## src/rtl/core/sfp_pkg.sv

```systemverilog
// Shared types, codes and byte constants of the SysEx frame parser.
`default_nettype none

package sfp_pkg;

  // Width of the counter values carried on the result channel.
  localparam int unsigned CntOutW = 32;

  // MIDI byte values that steer the framing.
  localparam logic [7:0] ByteRealtimeMin = 8'hF8;
  localparam logic [7:0] ByteSysexStart  = 8'hF0;
  localparam logic [7:0] ByteSysexEnd    = 8'hF7;
  localparam logic [7:0] ByteStatusMin   = 8'h80;

  typedef logic [CntOutW-1:0] cnt_out_t;

  typedef enum logic [1:0] {
    OpByte  = 2'd0,
    OpLoss  = 2'd1,
    OpEnd   = 2'd2,
    OpReset = 2'd3
  } op_e;

  typedef enum logic [1:0] {
    KindRealtime = 2'd0,
    KindFrame    = 2'd1,
    KindClose    = 2'd2
  } kind_e;

  typedef enum logic [1:0] {
    StatusNone       = 2'd0,
    StatusComplete   = 2'd1,
    StatusIncomplete = 2'd2,
    StatusMalformed  = 2'd3
  } status_e;

  typedef enum logic [3:0] {
    CauseNone          = 4'd0,
    CauseStrayEnd      = 4'd1,
    CauseStrayByte     = 4'd2,
    CauseNestedStart   = 4'd3,
    CauseLoss          = 4'd4,
    CauseStatusInside  = 4'd5,
    CauseUnterminated  = 4'd6,
    CauseUntermLoss    = 4'd7,
    CauseLossNoFrame   = 4'd8
  } cause_e;

  // Per-result fields.
  typedef struct packed {
    kind_e      kind;
    logic [7:0] out_byte;
    logic       last;
    status_e    status;
    cause_e     cause;
    logic       loss;
  } res_t;

  // One queued record: a result, an optional following frame start byte,
  // and the counter values after the step that produced it.
  typedef struct packed {
    res_t     res;
    logic     then_start;
    cnt_out_t frames_ok;
    cnt_out_t bytes_ok;
    cnt_out_t frames_unterm;
    cnt_out_t frames_bad;
    cnt_out_t rt_passed;
    cnt_out_t loss_events;
  } rec_t;

endpackage

`default_nettype wire

```

## src/rtl/core/sfp_front.sv

```systemverilog
// Front end: accepts requests, tracks frame state and counters, builds result records.
`default_nettype none

module sfp_front #(
  parameter int unsigned COUNT_WIDTH = 32
) (
  input  wire logic          clk_i,
  input  wire logic          rst_ni,
  input  wire logic          in_valid_i,
  output logic               in_ready_o,
  input  wire logic [1:0]    op_i,
  input  wire logic [7:0]    data_byte_i,
  input  wire logic          q_full_i,
  output logic               push_o,
  output sfp_pkg::rec_t      rec_o
);

  typedef logic [COUNT_WIDTH-1:0] cnt_t;

  // Saturating add at the counter width.
  function automatic cnt_t sat_add(cnt_t a, cnt_t b);
    logic [COUNT_WIDTH:0] s;
    s = {1'b0, a} + {1'b0, b};
    return s[COUNT_WIDTH] ? '1 : s[COUNT_WIDTH-1:0];
  endfunction

  localparam cnt_t CntOne = cnt_t'(1);
  localparam cnt_t CntTwo = cnt_t'(2);

  logic in_frame_q, in_frame_d;
  logic frame_loss_q, frame_loss_d;
  logic pending_loss_q, pending_loss_d;
  // Frame length that the next frame byte would give.
  cnt_t next_len_q, next_len_d;
  cnt_t cf_q, cf_d, cb_q, cb_d, inc_q, inc_d, mal_q, mal_d, rt_q, rt_d, le_q, le_d;

  logic          accept;
  sfp_pkg::res_t res;
  logic          then_start;
  logic          push;

  assign in_ready_o = !q_full_i;
  assign accept     = in_valid_i && in_ready_o;

  // Classify the request and compute the next state and the result.
  always_comb begin
    in_frame_d     = in_frame_q;
    frame_loss_d   = frame_loss_q;
    pending_loss_d = pending_loss_q;
    next_len_d     = next_len_q;
    cf_d  = cf_q;
    cb_d  = cb_q;
    inc_d = inc_q;
    mal_d = mal_q;
    rt_d  = rt_q;
    le_d  = le_q;
    push       = 1'b0;
    then_start = 1'b0;
    res.kind     = sfp_pkg::KindFrame;
    res.out_byte = data_byte_i;
    res.last     = 1'b0;
    res.status   = sfp_pkg::StatusNone;
    res.cause    = sfp_pkg::CauseNone;
    res.loss     = 1'b0;

    case (sfp_pkg::op_e'(op_i))
      sfp_pkg::OpByte: begin
        push = 1'b1;
        if (data_byte_i >= sfp_pkg::ByteRealtimeMin) begin
          rt_d     = sat_add(rt_q, CntOne);
          res.kind = sfp_pkg::KindRealtime;
        end else if (!in_frame_q) begin
          if (data_byte_i == sfp_pkg::ByteSysexStart) begin
            in_frame_d     = 1'b1;
            next_len_d     = CntTwo;
            frame_loss_d   = pending_loss_q;
            pending_loss_d = 1'b0;
            res.loss       = pending_loss_q;
          end else begin
            mal_d      = sat_add(mal_q, CntOne);
            res.last   = 1'b1;
            res.status = sfp_pkg::StatusMalformed;
            res.cause  = (data_byte_i == sfp_pkg::ByteSysexEnd) ?
                         sfp_pkg::CauseStrayEnd : sfp_pkg::CauseStrayByte;
          end
        end else if (data_byte_i == sfp_pkg::ByteSysexStart) begin
          // Nested start: close the open frame, then open a fresh one.
          mal_d        = sat_add(mal_q, CntOne);
          res.kind     = sfp_pkg::KindClose;
          res.out_byte = 8'h00;
          res.last     = 1'b1;
          res.status   = sfp_pkg::StatusMalformed;
          res.cause    = sfp_pkg::CauseNestedStart;
          res.loss     = frame_loss_q;
          then_start   = 1'b1;
          next_len_d   = CntTwo;
          frame_loss_d = 1'b0;
        end else if (data_byte_i == sfp_pkg::ByteSysexEnd) begin
          res.last = 1'b1;
          if (frame_loss_q) begin
            mal_d      = sat_add(mal_q, CntOne);
            res.status = sfp_pkg::StatusMalformed;
            res.cause  = sfp_pkg::CauseLoss;
            res.loss   = 1'b1;
          end else begin
            cf_d       = sat_add(cf_q, CntOne);
            cb_d       = sat_add(cb_q, next_len_q);
            res.status = sfp_pkg::StatusComplete;
          end
          in_frame_d   = 1'b0;
          frame_loss_d = 1'b0;
          next_len_d   = CntOne;
        end else if (data_byte_i >= sfp_pkg::ByteStatusMin) begin
          mal_d        = sat_add(mal_q, CntOne);
          res.last     = 1'b1;
          res.status   = sfp_pkg::StatusMalformed;
          res.cause    = sfp_pkg::CauseStatusInside;
          res.loss     = frame_loss_q;
          in_frame_d   = 1'b0;
          frame_loss_d = 1'b0;
          next_len_d   = CntOne;
        end else begin
          res.loss   = frame_loss_q;
          next_len_d = sat_add(next_len_q, CntOne);
        end
      end
      sfp_pkg::OpLoss: begin
        le_d = sat_add(le_q, CntOne);
        if (in_frame_q) begin
          frame_loss_d = 1'b1;
        end else begin
          pending_loss_d = 1'b1;
        end
      end
      sfp_pkg::OpEnd: begin
        res.kind     = sfp_pkg::KindClose;
        res.out_byte = 8'h00;
        res.last     = 1'b1;
        if (in_frame_q) begin
          push = 1'b1;
          if (frame_loss_q) begin
            mal_d      = sat_add(mal_q, CntOne);
            res.status = sfp_pkg::StatusMalformed;
            res.cause  = sfp_pkg::CauseUntermLoss;
            res.loss   = 1'b1;
          end else begin
            inc_d      = sat_add(inc_q, CntOne);
            res.status = sfp_pkg::StatusIncomplete;
            res.cause  = sfp_pkg::CauseUnterminated;
          end
        end else if (pending_loss_q) begin
          push       = 1'b1;
          mal_d      = sat_add(mal_q, CntOne);
          res.status = sfp_pkg::StatusMalformed;
          res.cause  = sfp_pkg::CauseLossNoFrame;
          res.loss   = 1'b1;
        end
        in_frame_d     = 1'b0;
        frame_loss_d   = 1'b0;
        pending_loss_d = 1'b0;
        next_len_d     = CntOne;
      end
      sfp_pkg::OpReset: begin
        in_frame_d     = 1'b0;
        frame_loss_d   = 1'b0;
        pending_loss_d = 1'b0;
        next_len_d     = CntOne;
      end
      default: begin
        push = 1'b0;
      end
    endcase
  end

  // Record carries the counter values after this step.
  assign push_o              = accept && push;
  assign rec_o.res           = res;
  assign rec_o.then_start    = then_start;
  assign rec_o.frames_ok     = sfp_pkg::CntOutW'(cf_d);
  assign rec_o.bytes_ok      = sfp_pkg::CntOutW'(cb_d);
  assign rec_o.frames_unterm = sfp_pkg::CntOutW'(inc_d);
  assign rec_o.frames_bad    = sfp_pkg::CntOutW'(mal_d);
  assign rec_o.rt_passed     = sfp_pkg::CntOutW'(rt_d);
  assign rec_o.loss_events   = sfp_pkg::CntOutW'(le_d);

  // State registers update only on an accepted request.
  always_ff @(posedge clk_i or negedge rst_ni) begin
    if (!rst_ni) begin
      in_frame_q     <= 1'b0;
      frame_loss_q   <= 1'b0;
      pending_loss_q <= 1'b0;
      next_len_q     <= CntOne;
      cf_q  <= '0;
      cb_q  <= '0;
      inc_q <= '0;
      mal_q <= '0;
      rt_q  <= '0;
      le_q  <= '0;
    end else if (accept) begin
      in_frame_q     <= in_frame_d;
      frame_loss_q   <= frame_loss_d;
      pending_loss_q <= pending_loss_d;
      next_len_q     <= next_len_d;
      cf_q  <= cf_d;
      cb_q  <= cb_d;
      inc_q <= inc_d;
      mal_q <= mal_d;
      rt_q  <= rt_d;
      le_q  <= le_d;
    end
  end

`ifndef SYNTHESIS
  // Pending loss only exists while no frame is open.
  assert property (@(posedge clk_i) disable iff (!rst_ni) !(in_frame_q && pending_loss_q))
    else $error("pending loss held inside a frame");
  // Frame loss is only kept for an open frame.
  assert property (@(posedge clk_i) disable iff (!rst_ni) frame_loss_q |-> in_frame_q)
    else $error("frame loss set without an open frame");
  // Outside a frame the next length restarts at one.
  assert property (@(posedge clk_i) disable iff (!rst_ni) !in_frame_q |-> next_len_q == CntOne)
    else $error("frame length not cleared outside a frame");
`endif

endmodule

`default_nettype wire

```

## src/rtl/core/sfp_fifo.sv

```systemverilog
// Two-entry queue of result records between the front and back ends.
`default_nettype none

module sfp_fifo (
  input  wire logic          clk_i,
  input  wire logic          rst_ni,
  input  wire logic          push_i,
  input  wire sfp_pkg::rec_t push_rec_i,
  output logic               full_o,
  input  wire logic          pop_i,
  output logic               empty_o,
  output sfp_pkg::rec_t      pop_rec_o
);

  sfp_pkg::rec_t mem_q [2];
  logic       wr_ptr_q, rd_ptr_q;
  logic [1:0] count_q;

  assign full_o    = count_q == 2'd2;
  assign empty_o   = count_q == 2'd0;
  assign pop_rec_o = mem_q[rd_ptr_q];

  // Storage writes.
  always_ff @(posedge clk_i) begin
    if (push_i) begin
      mem_q[wr_ptr_q] <= push_rec_i;
    end
  end

  // Pointers and fill level.
  always_ff @(posedge clk_i or negedge rst_ni) begin
    if (!rst_ni) begin
      wr_ptr_q <= 1'b0;
      rd_ptr_q <= 1'b0;
      count_q  <= 2'd0;
    end else begin
      if (push_i) begin
        wr_ptr_q <= !wr_ptr_q;
      end
      if (pop_i) begin
        rd_ptr_q <= !rd_ptr_q;
      end
      case ({push_i, pop_i})
        2'b10:   count_q <= count_q + 2'd1;
        2'b01:   count_q <= count_q - 2'd1;
        default: count_q <= count_q;
      endcase
    end
  end

`ifndef SYNTHESIS
  assert property (@(posedge clk_i) disable iff (!rst_ni) push_i |-> !full_o)
    else $error("push into a full queue");
  assert property (@(posedge clk_i) disable iff (!rst_ni) pop_i |-> !empty_o)
    else $error("pop from an empty queue");
  assert property (@(posedge clk_i) disable iff (!rst_ni) count_q != 2'd3)
    else $error("queue fill level out of range");
`endif

endmodule

`default_nettype wire

```

## src/rtl/core/sfp_back.sv

```systemverilog
// Back end: drains the queue into the output register, splitting nested starts in two.
`default_nettype none

module sfp_back (
  input  wire logic          clk_i,
  input  wire logic          rst_ni,
  input  wire logic          q_empty_i,
  input  wire sfp_pkg::rec_t q_rec_i,
  output logic               pop_o,
  output logic               out_valid_o,
  input  wire logic          out_ready_i,
  output sfp_pkg::rec_t      out_rec_o
);

  logic          out_valid_q;
  logic          second_q;
  sfp_pkg::rec_t out_q;
  logic          load_ok;
  sfp_pkg::res_t start_res;

  // First byte of the frame that follows a nested-start close.
  always_comb begin
    start_res.kind     = sfp_pkg::KindFrame;
    start_res.out_byte = sfp_pkg::ByteSysexStart;
    start_res.last     = 1'b0;
    start_res.status   = sfp_pkg::StatusNone;
    start_res.cause    = sfp_pkg::CauseNone;
    start_res.loss     = 1'b0;
  end

  assign load_ok     = !out_valid_q || out_ready_i;
  assign pop_o       = load_ok && !second_q && !q_empty_i;
  assign out_valid_o = out_valid_q;
  assign out_rec_o   = out_q;

  // Output register control.
  always_ff @(posedge clk_i or negedge rst_ni) begin
    if (!rst_ni) begin
      out_valid_q <= 1'b0;
      second_q    <= 1'b0;
    end else if (load_ok) begin
      if (second_q) begin
        out_valid_q <= 1'b1;
        second_q    <= 1'b0;
      end else if (!q_empty_i) begin
        out_valid_q <= 1'b1;
        second_q    <= q_rec_i.then_start;
      end else begin
        out_valid_q <= 1'b0;
      end
    end
  end

  // Output payload; the start byte keeps the counters of its step.
  always_ff @(posedge clk_i) begin
    if (load_ok) begin
      if (second_q) begin
        out_q.res        <= start_res;
        out_q.then_start <= 1'b0;
      end else if (!q_empty_i) begin
        out_q <= q_rec_i;
      end
    end
  end

`ifndef SYNTHESIS
  assert property (@(posedge clk_i) disable iff (!rst_ni)
      second_q |-> out_valid_q && out_q.res.kind == sfp_pkg::KindClose)
    else $error("start byte pending without a shown close");
  assert property (@(posedge clk_i) disable iff (!rst_ni) pop_o |-> !second_q)
    else $error("queue popped while a start byte is pending");
  assert property (@(posedge clk_i) disable iff (!rst_ni)
      out_valid_q && !out_q.res.last |-> out_q.res.status == sfp_pkg::StatusNone)
    else $error("status set on a result that does not end a frame");
  assert property (@(posedge clk_i) disable iff (!rst_ni)
      second_q && out_ready_i |=> out_valid_q && out_q.res.out_byte == sfp_pkg::ByteSysexStart)
    else $error("start byte not shown after nested-start close");
`endif

endmodule

`default_nettype wire

```

## src/rtl/core/sysex_frame_parser_top.sv

```systemverilog
// SysEx frame parser top level: front end, request queue and back end.
//
// Input channel (in_valid_i / in_ready_o) takes one request per cycle, unless
// stalled: a MIDI byte, a data-loss notice, an end of capture or a parse reset
// (op_i). Output channel (out_valid_o / out_ready_i) delivers results: realtime
// bytes, frame bytes and frame close items, each with the counter values after
// the step that produced it.
// A result passes through the queue and the output register after its request
// is accepted, and is held there until out_ready_i takes it. Throughput is
// one request per cycle while the queue is not full; a nested frame start gives
// two results from one queue entry, so the queue can fill and the input stall.
// Requests that give no result place nothing in the queue.
// The front end stalls (in_ready_o low) only when the queue is full: while the
// receiver holds out_ready_i low, or after a nested start. A stalled result
// stays on the output unchanged.
// Reset clears frame state, all counters, the queue and the output register;
// no request is taken while reset is asserted.
`default_nettype none

module sysex_frame_parser_top #(
  parameter int unsigned COUNT_WIDTH = 32
) (
  input  wire logic        clk_i,
  input  wire logic        rst_ni,
  input  wire logic        in_valid_i,
  output logic             in_ready_o,
  input  wire logic [1:0]  op_i,
  input  wire logic [7:0]  data_byte_i,
  output logic             out_valid_o,
  input  wire logic        out_ready_i,
  output logic [1:0]       kind_o,
  output logic [7:0]       out_byte_o,
  output logic             frame_last_o,
  output logic [1:0]       frame_status_o,
  output logic [3:0]       cause_o,
  output logic             loss_flag_o,
  output logic [31:0]      frames_ok_o,
  output logic [31:0]      bytes_ok_o,
  output logic [31:0]      frames_unterm_o,
  output logic [31:0]      frames_bad_o,
  output logic [31:0]      rt_passed_o,
  output logic [31:0]      loss_events_o
);

  logic          q_full, q_empty, push, pop;
  sfp_pkg::rec_t push_rec, pop_rec, out_rec;

  sfp_front #(
    .COUNT_WIDTH(COUNT_WIDTH)
  ) u_front (
    .clk_i      (clk_i),
    .rst_ni     (rst_ni),
    .in_valid_i (in_valid_i),
    .in_ready_o (in_ready_o),
    .op_i       (op_i),
    .data_byte_i(data_byte_i),
    .q_full_i   (q_full),
    .push_o     (push),
    .rec_o      (push_rec)
  );

  sfp_fifo u_fifo (
    .clk_i     (clk_i),
    .rst_ni    (rst_ni),
    .push_i    (push),
    .push_rec_i(push_rec),
    .full_o    (q_full),
    .pop_i     (pop),
    .empty_o   (q_empty),
    .pop_rec_o (pop_rec)
  );

  sfp_back u_back (
    .clk_i      (clk_i),
    .rst_ni     (rst_ni),
    .q_empty_i  (q_empty),
    .q_rec_i    (pop_rec),
    .pop_o      (pop),
    .out_valid_o(out_valid_o),
    .out_ready_i(out_ready_i),
    .out_rec_o  (out_rec)
  );

  // Unpack the result record onto the output ports.
  assign kind_o          = out_rec.res.kind;
  assign out_byte_o      = out_rec.res.out_byte;
  assign frame_last_o    = out_rec.res.last;
  assign frame_status_o  = out_rec.res.status;
  assign cause_o         = out_rec.res.cause;
  assign loss_flag_o     = out_rec.res.loss;
  assign frames_ok_o     = out_rec.frames_ok;
  assign bytes_ok_o      = out_rec.bytes_ok;
  assign frames_unterm_o = out_rec.frames_unterm;
  assign frames_bad_o    = out_rec.frames_bad;
  assign rt_passed_o     = out_rec.rt_passed;
  assign loss_events_o   = out_rec.loss_events;

endmodule

`default_nettype wire

```

## config.mk

```make
export PLATFORM = sky130hd
export DESIGN_NAME = sysex_frame_parser_top
export DESIGN_NICKNAME = d
export VERILOG_FILES = /design/src/rtl/core/sfp_pkg.sv /design/src/rtl/core/sfp_front.sv /design/src/rtl/core/sfp_fifo.sv /design/src/rtl/core/sfp_back.sv /design/src/rtl/core/sysex_frame_parser_top.sv
export SDC_FILE = /design/constraint.sdc
export NUM_CORES = 1
export LEC_CHECK = 0
export BUFFER_PORTS_ARGS = -buffer_cell sky130_fd_sc_hd__buf_2
export CAP_MARGIN = 20
export CORE_ASPECT_RATIO = 0.9
export CORE_UTILIZATION = 40
export DETAILED_ROUTE_END_ITERATION = 10
export GPL_ROUTABILITY_DRIVEN = 0
export PLACE_DENSITY = 0.64
export SETUP_SLACK_MARGIN = 0.4
export SLEW_MARGIN = 15
export SYNTH_ARGS = -nofsm -noshare
export SYNTH_HDL_FRONTEND = slang
export SYNTH_SLANG_ARGS = --single-unit
```

## constraint.sdc

```tcl
create_clock -name clk_i -period 34.4 [get_ports clk_i]
set_input_delay 1.72 -clock clk_i [delete_from_list [all_inputs] [get_ports clk_i]]
set_output_delay 1.72 -clock clk_i [all_outputs]
set_load 0.05 [all_outputs]
```

# == Word level (Yosys, flattened, before mapping) ==
# Memories as Yosys holds them, arrays and structs flattened.
# Index checks and enable logic that the tools add are counted.
# word_totals
register_bits,443
mem_bits_rw,422
in_bits,14
out_inout_bits,212
memories,1
# classes
add_sub_neg,9
magnitude_cmp,2
n_eq_ne,16
mux,94
bitwise_logic,2
n_reduce_logical,22
# memory_table
memory,depth,word_bits,read_ports,rd_ports_with_merged_regs,write_ports,line_no,text
u_fifo.mem_q,2,211,1,0,1,sfp_fifo.sv:15,sfp_pkg::rec_t mem_q [2];
# ops
cell,n
$mux W32,40
$mux W211,1
$add A32 B1 Y33 const B,6
$pmux W32 S2,2
$pmux W18 S2,1
$add A32 B32 Y33,1
$mux W1,30
$mux W7,4
$mux W8,3
$mux W10,2
$eq A8 B8 Y1 const B,2
$ge A8 B8 Y1 const B,2
$mux W16,1
$reduce_and A5 Y1,2
$eq A2 B2 Y1 const B,4
$ne A2 B2 Y1 const B,4
$logic_not A1 Y1,6
$mux W2,3
$pmux W1 S3,2
$reduce_and A3 Y1,2
$mux W5,1
$eq A2 B1 Y1 const B,2
$logic_and A1 B1 Y1,4
$logic_not A2 Y1,2
14 further kinds,18

# == Depth between registers and ports, before layout ==
# Gate-level depths: netlist of run 1.
# logic_depth
depth_word,8
depth_mapped,12
depth_no_buf,10

# == Hierarchy ==
# From an unflattened synthesis of run 1, not the netlist that was laid out.
# hier_totals
cells_unflattened,3334
area_unflattened_um2,40558.9
# modules_own_cells
module,n_inst,cells_per_inst,area_each_um2,seq_area_each_um2
sfp_front,1,2417,17702.0,5681.7
sfp_fifo,1,673,16255.6,12772.2
sfp_back,1,244,6601.3,6386.1

# == Worst setup path after synthesis of run 1 ==
# Ideal clock, no wire load.
# synth_timing
path_kind,input to register
startpoint,input in_valid_i
endpoint,"memory u_fifo.mem_q[0][0] (netlist name), enable pin"
setup_time_ps,787
arrival_time_ps,11375
setup_slack_ps,22238
stages,5
n_path_buf,2
path_cell_list,and2_1 > clkbuf_1 > clkbuf_1 > nand3_1 > nor2_1
# synth_via
elab_chain_len,4
# synth_rtl
element,line_no,text
from (decl),sysex_frame_parser_top.sv:25,"input wire logic in_valid_i,"
$logic_and A1 B1 Y1,sfp_front.sv:43,assign accept = in_valid_i && in_ready_o;
$logic_and A1 B1 Y1,sfp_front.sv:176,assign push_o = accept && push;
$mux W1,sfp_fifo.sv:25,if (push_i) begin
$mux W1 (not written as such),sfp_fifo.sv:26,mem_q[wr_ptr_q] <= push_rec_i;
to (decl),sfp_fifo.sv:15,
# Every way passes these cells.

# == Final worst setup path of run 1 ==
# layout_timing
startpoint,input in_valid_i
endpoint,"memory u_fifo.mem_q[1][136] (netlist name), enable pin"
# The elaborated chain is that of the path after synthesis.

==> flow_metrics.env, run 1 <==
export IMPL_layout_nets=3399
export IMPL_cts_tree="yes"
export IMPL_grt_first_pass_wirelength_mm=138
export IMPL_cts_buffers=93
export IMPL_cp_common_cell="buf_4"
export IMPL_syn_inst=3145
export IMPL_pin_count=226
export IMPL_r2r_slack_ps=30650
export IMPL_coreArea_sq_um=96300
export IMPL_slowest_stage="buf_4"
export IMPL_setup_violations=0
export IMPL_clock_sinks=865
export IMPL_cp_arrival_ps=4380
export IMPL_power_frac_comb=0.277
export IMPL_skew_ps=36.8
export IMPL_slowest_delay_ps=870
export IMPL_synth_distinct_cells=89
export IMPL_synth_edf_count=632
export IMPL_final_cell_mix="edfxtp_1, nand2_1, nor2_1, dfrtp_1, mux2_2"
export IMPL_hold_end="u_front.inc_q[17]$_DFFE_PN0P_"
export IMPL_wl_mm=87.9
export IMPL_antenna_found_initial=15
export IMPL_first_iter_violations=2059
export IMPL_worst_pin_slew_ps=1060
export IMPL_ant_nets=0
export IMPL_yosysSeqAreaShare=0.639
export IMPL_power_internal_uw=2210
export IMPL_hp_start="u_front.inc_q[17]$_DFFE_PN0P_"
export IMPL_switchingPower_uw=1230
export IMPL_postSynthAreaPerCell_sq_um=12.3
export IMPL_drcViolationCount=0
export IMPL_cp_data_required_time_ps=34670
export IMPL_hold_viol_final=0
export IMPL_htreeDepth=3
export IMPL_chipHeight_microns=298
export IMPL_port_buffers=225
export IMPL_grt_pass1_vias=23800
export IMPL_min_period_ps=4110
export IMPL_post_drt_wl_per_cell_microns=18.7
export IMPL_area_growth_synth_to_final_pct=14.0
export IMPL_cap_viol_max_count=0
export IMPL_syn_num_nets=3199
export IMPL_powerDensity_nw_per_um2=77.5
export IMPL_root_buffer="clkbuf_16"
export IMPL_r2r_cells=6
export IMPL_worst_setup_path_type="primary input to flip-flop"
export IMPL_crit_fanout=68
export IMPL_netSwitchingFraction=0.357
export IMPL_cts_hold_buffers_added=0
export IMPL_ys_ff_latch=865
export IMPL_fillers=8671
export IMPL_start_util=0.403
export IMPL_rsz0062_at_grt="no"
export IMPL_reg2reg_from="u_fifo.count_q[0]$_DFFE_PN0P_"
export IMPL_r2r_end="u_fifo.mem_q[1][136]$_DFFE_PP_"
export IMPL_whs_path_depth=2
export IMPL_worstPathCellList="buf_2 > and2_4 > nand3_1 > nor2_4 > buf_4 > buf_4"
export IMPL_grt_overflow=0
export IMPL_cp_start_kind="primary input"
export IMPL_slew_violations=0
export IMPL_rows=108
export IMPL_holdCritPathClass="flip-flop to flip-flop"
export IMPL_fmaxAchievable_ghz=0.243
export IMPL_die_area_sq_um=98300
export IMPL_async_flop_share=0.269
export IMPL_holdWs_ps=517
export IMPL_synth_area_sq_um=38800
export IMPL_synth_flop_cell="edfxtp_1"
export IMPL_cts_buffer_depth=3
export IMPL_p_leak_uw=0.0170
export IMPL_post_route_period_util=0.120
export IMPL_hpwl_mm=57.5
export IMPL_outcome="complete, no violations"
export IMPL_fin_tns_setup_ps=0
export IMPL_grt_max_degree=166
export IMPL_yosysWarnings=0
export IMPL_drive_gt1_frac=0.204
export IMPL_avgViaCountPerCell=5.36
export IMPL_final_common_cell="edfxtp_1"
export IMPL_clk_latency_ps=680
export IMPL_utilization=0.460
export IMPL_vias=25100
export IMPL_firstDrtPassIters=7
export IMPL_postCtsSetupBuffers=0
export IMPL_die_w_microns=330
export IMPL_slew_headroom=0.288
export IMPL_ctsResizeCount=0
export IMPL_crit_path_end_kind="flip-flop"
export IMPL_clk_pin_slew_ps=60
export IMPL_clkPwrFrac=0.289
export IMPL_grt_usage=0.178
export IMPL_pwr_share_seq=0.434
export IMPL_ir_worst_vdd_mv=0.0858
==> power by group through the flow <==
stage | Combinational [uW] | Clock, uW | Sequential [uW]
floorplan | 386 | 0 | 1850
global placement | 954 | 0 | 1510
detailed placement | 959 | 0 | 1510
CTS | 963 | 1020 | 1490
global route | 1010 | 1060 | 1510
finish | 950 | 992 | 1490
==> stage by stage <==
stage / cells / area (sq um) / setup WS (ps) / total power, uW
final: 4693 / 44300 / 30290 / 3430
after floorplan: 3145 / 38800 / 22240 / 2230
after CTS: 4686 / 44200 / 30240 / 3470
after global routing: 4688 / 44300 / 30090 / 3580
after global placement: 4514 / 41200 / 29600 / 2460
after detailed placement: 4514 / 41200 / 29540 / 2470
==> worst max-delay path: cells and delay by family <==
family | cells | cell delay (ps)
buf+inv | 3 | 1700
simple gates | 3 | 870
==> kinds of logic after synthesis <==
logic type	share of synthesized area
compound gates	0.101
xor+xnor	0.0293
fa+ha+maj	0.0131
buf+inv	0.0205
flops	0.639
mux	0.0720
simple gates	0.125
==> area by class of cell <==
class | count | area (sq um) | area share
sequential | 865 | 24800 | 0.560
multi-input combinational | 2087 | 13300 | 0.300
clock buffer | 118 | 2460 | 0.0556
tap | 1265 | 1580 | 0.0357
timing repair buffer | 258 | 1420 | 0.0320
clock inverter | 54 | 569 | 0.0129
inverter | 40 | 150 | 0.00339
antenna | 6 | 15.0 | 0.000339
==> cells in the mapped netlist (8+ instances only) <==
library cell / n / share of area
mux2_2: 225 / 0.065
a21o_1: 20 / 0.0039
buf_1: 14 / 0.0014
mux2i_1: 23 / 0.0059
and2_1: 25 / 0.0040
o22ai_1: 14 / 0.0023
and3_1: 61 / 0.0098
nor3_2: 8 / 0.0021
o31ai_1: 12 / 0.0023
buf_2: 32 / 0.0041
edfxtp_1: 632 / 0.49
ha_1: 39 / 0.013
dfrtp_1: 232 / 0.15
clkbuf_1: 98 / 0.0095
a31oi_1: 97 / 0.016
nor3_1: 50 / 0.0064
inv_1: 38 / 0.0037
nand3_1: 106 / 0.014
and4_1: 11 / 0.0025
a211o_1: 14 / 0.0032
o21ai_0: 164 / 0.021
xor2_1: 60 / 0.014
xnor2_1: 70 / 0.016
nor2_1: 296 / 0.029
o21bai_1: 10 / 0.0019
nand4_1: 39 / 0.0063
o211ai_1: 10 / 0.0019
o21a_1: 17 / 0.0033
a21oi_1: 220 / 0.028
o21ai_1: 13 / 0.0017
nand2_1: 340 / 0.033
nor2b_1: 14 / 0.0023
==> registers in the layout, summed over array words and instances, names as in the netlist, 2 cells and up <==
name                count
u_front.mal_q          32
u_front.inc_q          32
u_back.out_rec_o      210
u_front.le_q           32
u_fifo.mem_q          422
u_front.rt_q           32
u_front.cb_q           32
u_front.cf_q           32
u_front.next_len_q     32
u_fifo.count_q          2
==> worst max path at each step <==
stage,start,to,cells after the start
6_report,in_valid_i,u_fifo.mem_q[1][136]$_DFFE_PP_,6
5_1_grt,in_valid_i,u_fifo.mem_q[1][134]$_DFFE_PP_,6
4_1_cts,in_valid_i,u_fifo.mem_q[1][134]$_DFFE_PP_,6
3_5_place_dp,in_valid_i,u_fifo.mem_q[1][135]$_DFFE_PP_,6
3_3_place_gp,in_valid_i,u_fifo.mem_q[1][137]$_DFFE_PP_,6
2_1_floorplan,in_valid_i,u_fifo.mem_q[0][0]$_DFFE_PP_,5
==> routing by layer <==
layer  vias up  global-route usage  wire, microns
met5         -                   0             60
met4         8              0.0495           1660
met3       126              0.0313           4600
met2       567               0.268          39600
met1     12400               0.263          42100
li1      12100                   -              -
Note: power is estimated with default switching activity, not from simulation.
==> run 2: changes to the inputs <==
PLACE_DENSITY = 0.66   (was 0.64)
clock period = 3.59 ns   (was 34.4 ns; I/O delays follow)
==> run 2 against run 1 <==
Clock power rose to 9.6 times the previous value. Cell count rose by 0.98%. Register-to-register slack got worse by 30000 ps. Largest cell class unchanged. Global-route usage rose by 0.26 points. First-iteration DRC count rose by 0.44%.
==> flow_metrics.env, run 2 (synthesized netlist as in run 1, its figures left out) <==
export IMPL_slew_violations=0
export IMPL_post_route_period_util=0.864
export IMPL_coreArea_sq_um=96300
export IMPL_avgViaCountPerCell=5.42
export IMPL_cp_arrival_ps=3500
export IMPL_ir_worst_vdd_mv=0.647
export IMPL_htreeDepth=3
export IMPL_worst_setup_path_type="flip-flop to flip-flop"
export IMPL_grt_first_pass_wirelength_mm=139
export IMPL_cap_viol_max_count=0
export IMPL_multi_input_area_sq_um=13400
export IMPL_hpwl_mm=58.1
export IMPL_rows=108
export IMPL_fmaxAchievable_ghz=0.322
export IMPL_first_iter_violations=2068
export IMPL_ant_nets=0
export IMPL_pin_count=226
export IMPL_largest_reg_flops=422
export IMPL_start_util=0.403
export IMPL_root_buffer="clkbuf_16"
export IMPL_regMostFlops="u_fifo.mem_q"
export IMPL_slew_headroom=0.299
export IMPL_r2r_cells=12
export IMPL_wl_mm=89.9
export IMPL_register_area_sq_um=24800
export IMPL_cp_data_required_time_ps=3980
export IMPL_cts_tree="yes"
export IMPL_power_uw=33100
export IMPL_grt_usage=0.180
export IMPL_crit_fanout=3
export IMPL_die_w_microns=330
export IMPL_skew_ps=18.0
export IMPL_post_drt_wl_per_cell_microns=19.0
export IMPL_setup_violations=0
export IMPL_antenna_found_initial=9
export IMPL_die_area_sq_um=98300
export IMPL_clk_pin_slew_ps=60
export IMPL_place_ws_ps=99.2
export IMPL_drive_gt1_frac=0.218
export IMPL_grt_pass1_vias=24300
export IMPL_fillers=8559
export IMPL_cp_start_kind="flip-flop"
export IMPL_min_period_ps=3100
export IMPL_clk_latency_ps=660
export IMPL_rsz0062_at_grt="yes"
export IMPL_hold_viol_final=0
export IMPL_layout_nets=3451
export IMPL_startpoint="u_front.cb_q[0]$_DFFE_PN0P_"
export IMPL_fin_ws_ps=487
export IMPL_worst_pin_slew_ps=1050
export IMPL_crit_path_end_kind="flip-flop"
export IMPL_firstDrtPassIters=6
export IMPL_grt_max_degree=110
export IMPL_grt_overflow=0
export IMPL_area_growth_synth_to_final_pct=15.8
export IMPL_final_cell_mix="edfxtp_1, nand2_1, nor2_1, dfrtp_1, mux2_2"
export IMPL_r2r_slack_ps=490
export IMPL_drcViolationCount=0
export IMPL_outcome="complete, no violations"
export IMPL_crit_end="u_fifo.mem_q[1][156]$_DFFE_PP_"
export IMPL_final_common_cell="edfxtp_1"
export IMPL_cts_buffer_depth=3
export IMPL_cts_buffers=91
export IMPL_clock_sinks=865
export IMPL_chipHeight_microns=298
export IMPL_holdCritPathClass="primary input to flip-flop"
export IMPL_port_buffers=225
export IMPL_reg2reg_from="u_front.cb_q[0]$_DFFE_PN0P_"
export IMPL_r2r_end="u_fifo.mem_q[1][156]$_DFFE_PP_"
export IMPL_powerDensity_nw_per_um2=737
export IMPL_p_leak_uw=0.0173
export IMPL_vias=25700
==> run 2: per-layer routing <==
layer	GRT usage	share of wire	vias to the layer above
met1	0.262	0.46	12600
met3	0.0341	0.060	160
met5	0	0.00053	-
li1	-	-	12200
met2	0.273	0.45	732
met4	0.0552	0.027	8
==> run 2: area by class of cell <==
class	count	share of cell area
Sequential cell	865	0.552
Multi-Input combinational cell	2087	0.298
Clock buffer	119	0.0544
Timing Repair Buffer	312	0.0443
Tap cell	1265	0.0352
Clock inverter	48	0.0123
Inverter	40	0.00334
Antenna cell	3	0.000167
==> run 2: per-stage QoR <==
| step | hold slack [ps] | cell area, sq um | utilization | instances | TNS (ps) |
|---|---|---|---|---|---|
| 6_report | 119 | 45000 | 0.467 | 4739 | 0 |
| 5_1_grt | 75.0 | 45000 | 0.467 | 4738 | 0 |
| 2_1_floorplan | -116 | 38900 | - | 3145 | -640780 |
| 4_1_cts | 53.8 | 44800 | 0.465 | 4729 | 0 |
| 3_3_place_gp | 331 | 41600 | 0.432 | 4549 | 0 |
| 3_5_place_dp | 318 | 41600 | 0.432 | 4549 | 0 |
==> run 2: worst max-delay path, cell delays in order, from the launching register on <==
cell	delay, ps
dfrtp_1	400
ha_1	260
fa_2	370
a21o_4	230
a221oi_4	330
o221a_4	240
a211oi_2	90
a21oi_2	210
buf_4	170
nor3b_1	60
nor4b_2	250
buf_4	170
a21oi_2	50
==> run 2: worst min path at each step <==
stage,slack (ps),depth (start not counted),end,startpoint
after floorplan,-120,0,u_back.out_valid_o$_DFFE_PN0N_,rst_ni
final,120,3,u_front.frame_loss_q$_DFFE_PN0P_,op_i[0]
after detailed placement,320,1,u_front.le_q[19]$_DFFE_PN0P_,rst_ni
after CTS,50,3,u_front.frame_loss_q$_DFFE_PN0P_,op_i[0]
after global routing,70,3,u_front.frame_loss_q$_DFFE_PN0P_,op_i[0]
after global placement,330,1,u_front.le_q[19]$_DFFE_PN0P_,rst_ni
==> run 2: power breakdown <==
group | switching (uW) | internal [uW]
registers | 989 | 13200
clock network | 3960 | 5540
logic | 6850 | 2550
total | 11800 | 21300
==> run 2: timing repair <==
item,CTS,global route
setup buffers,2,6
gates resized for setup,3,19
hold buffers,11,0
setup endpoints to repair,74,82
endpoints found under the hold margin,116,0
pin swaps,1,11
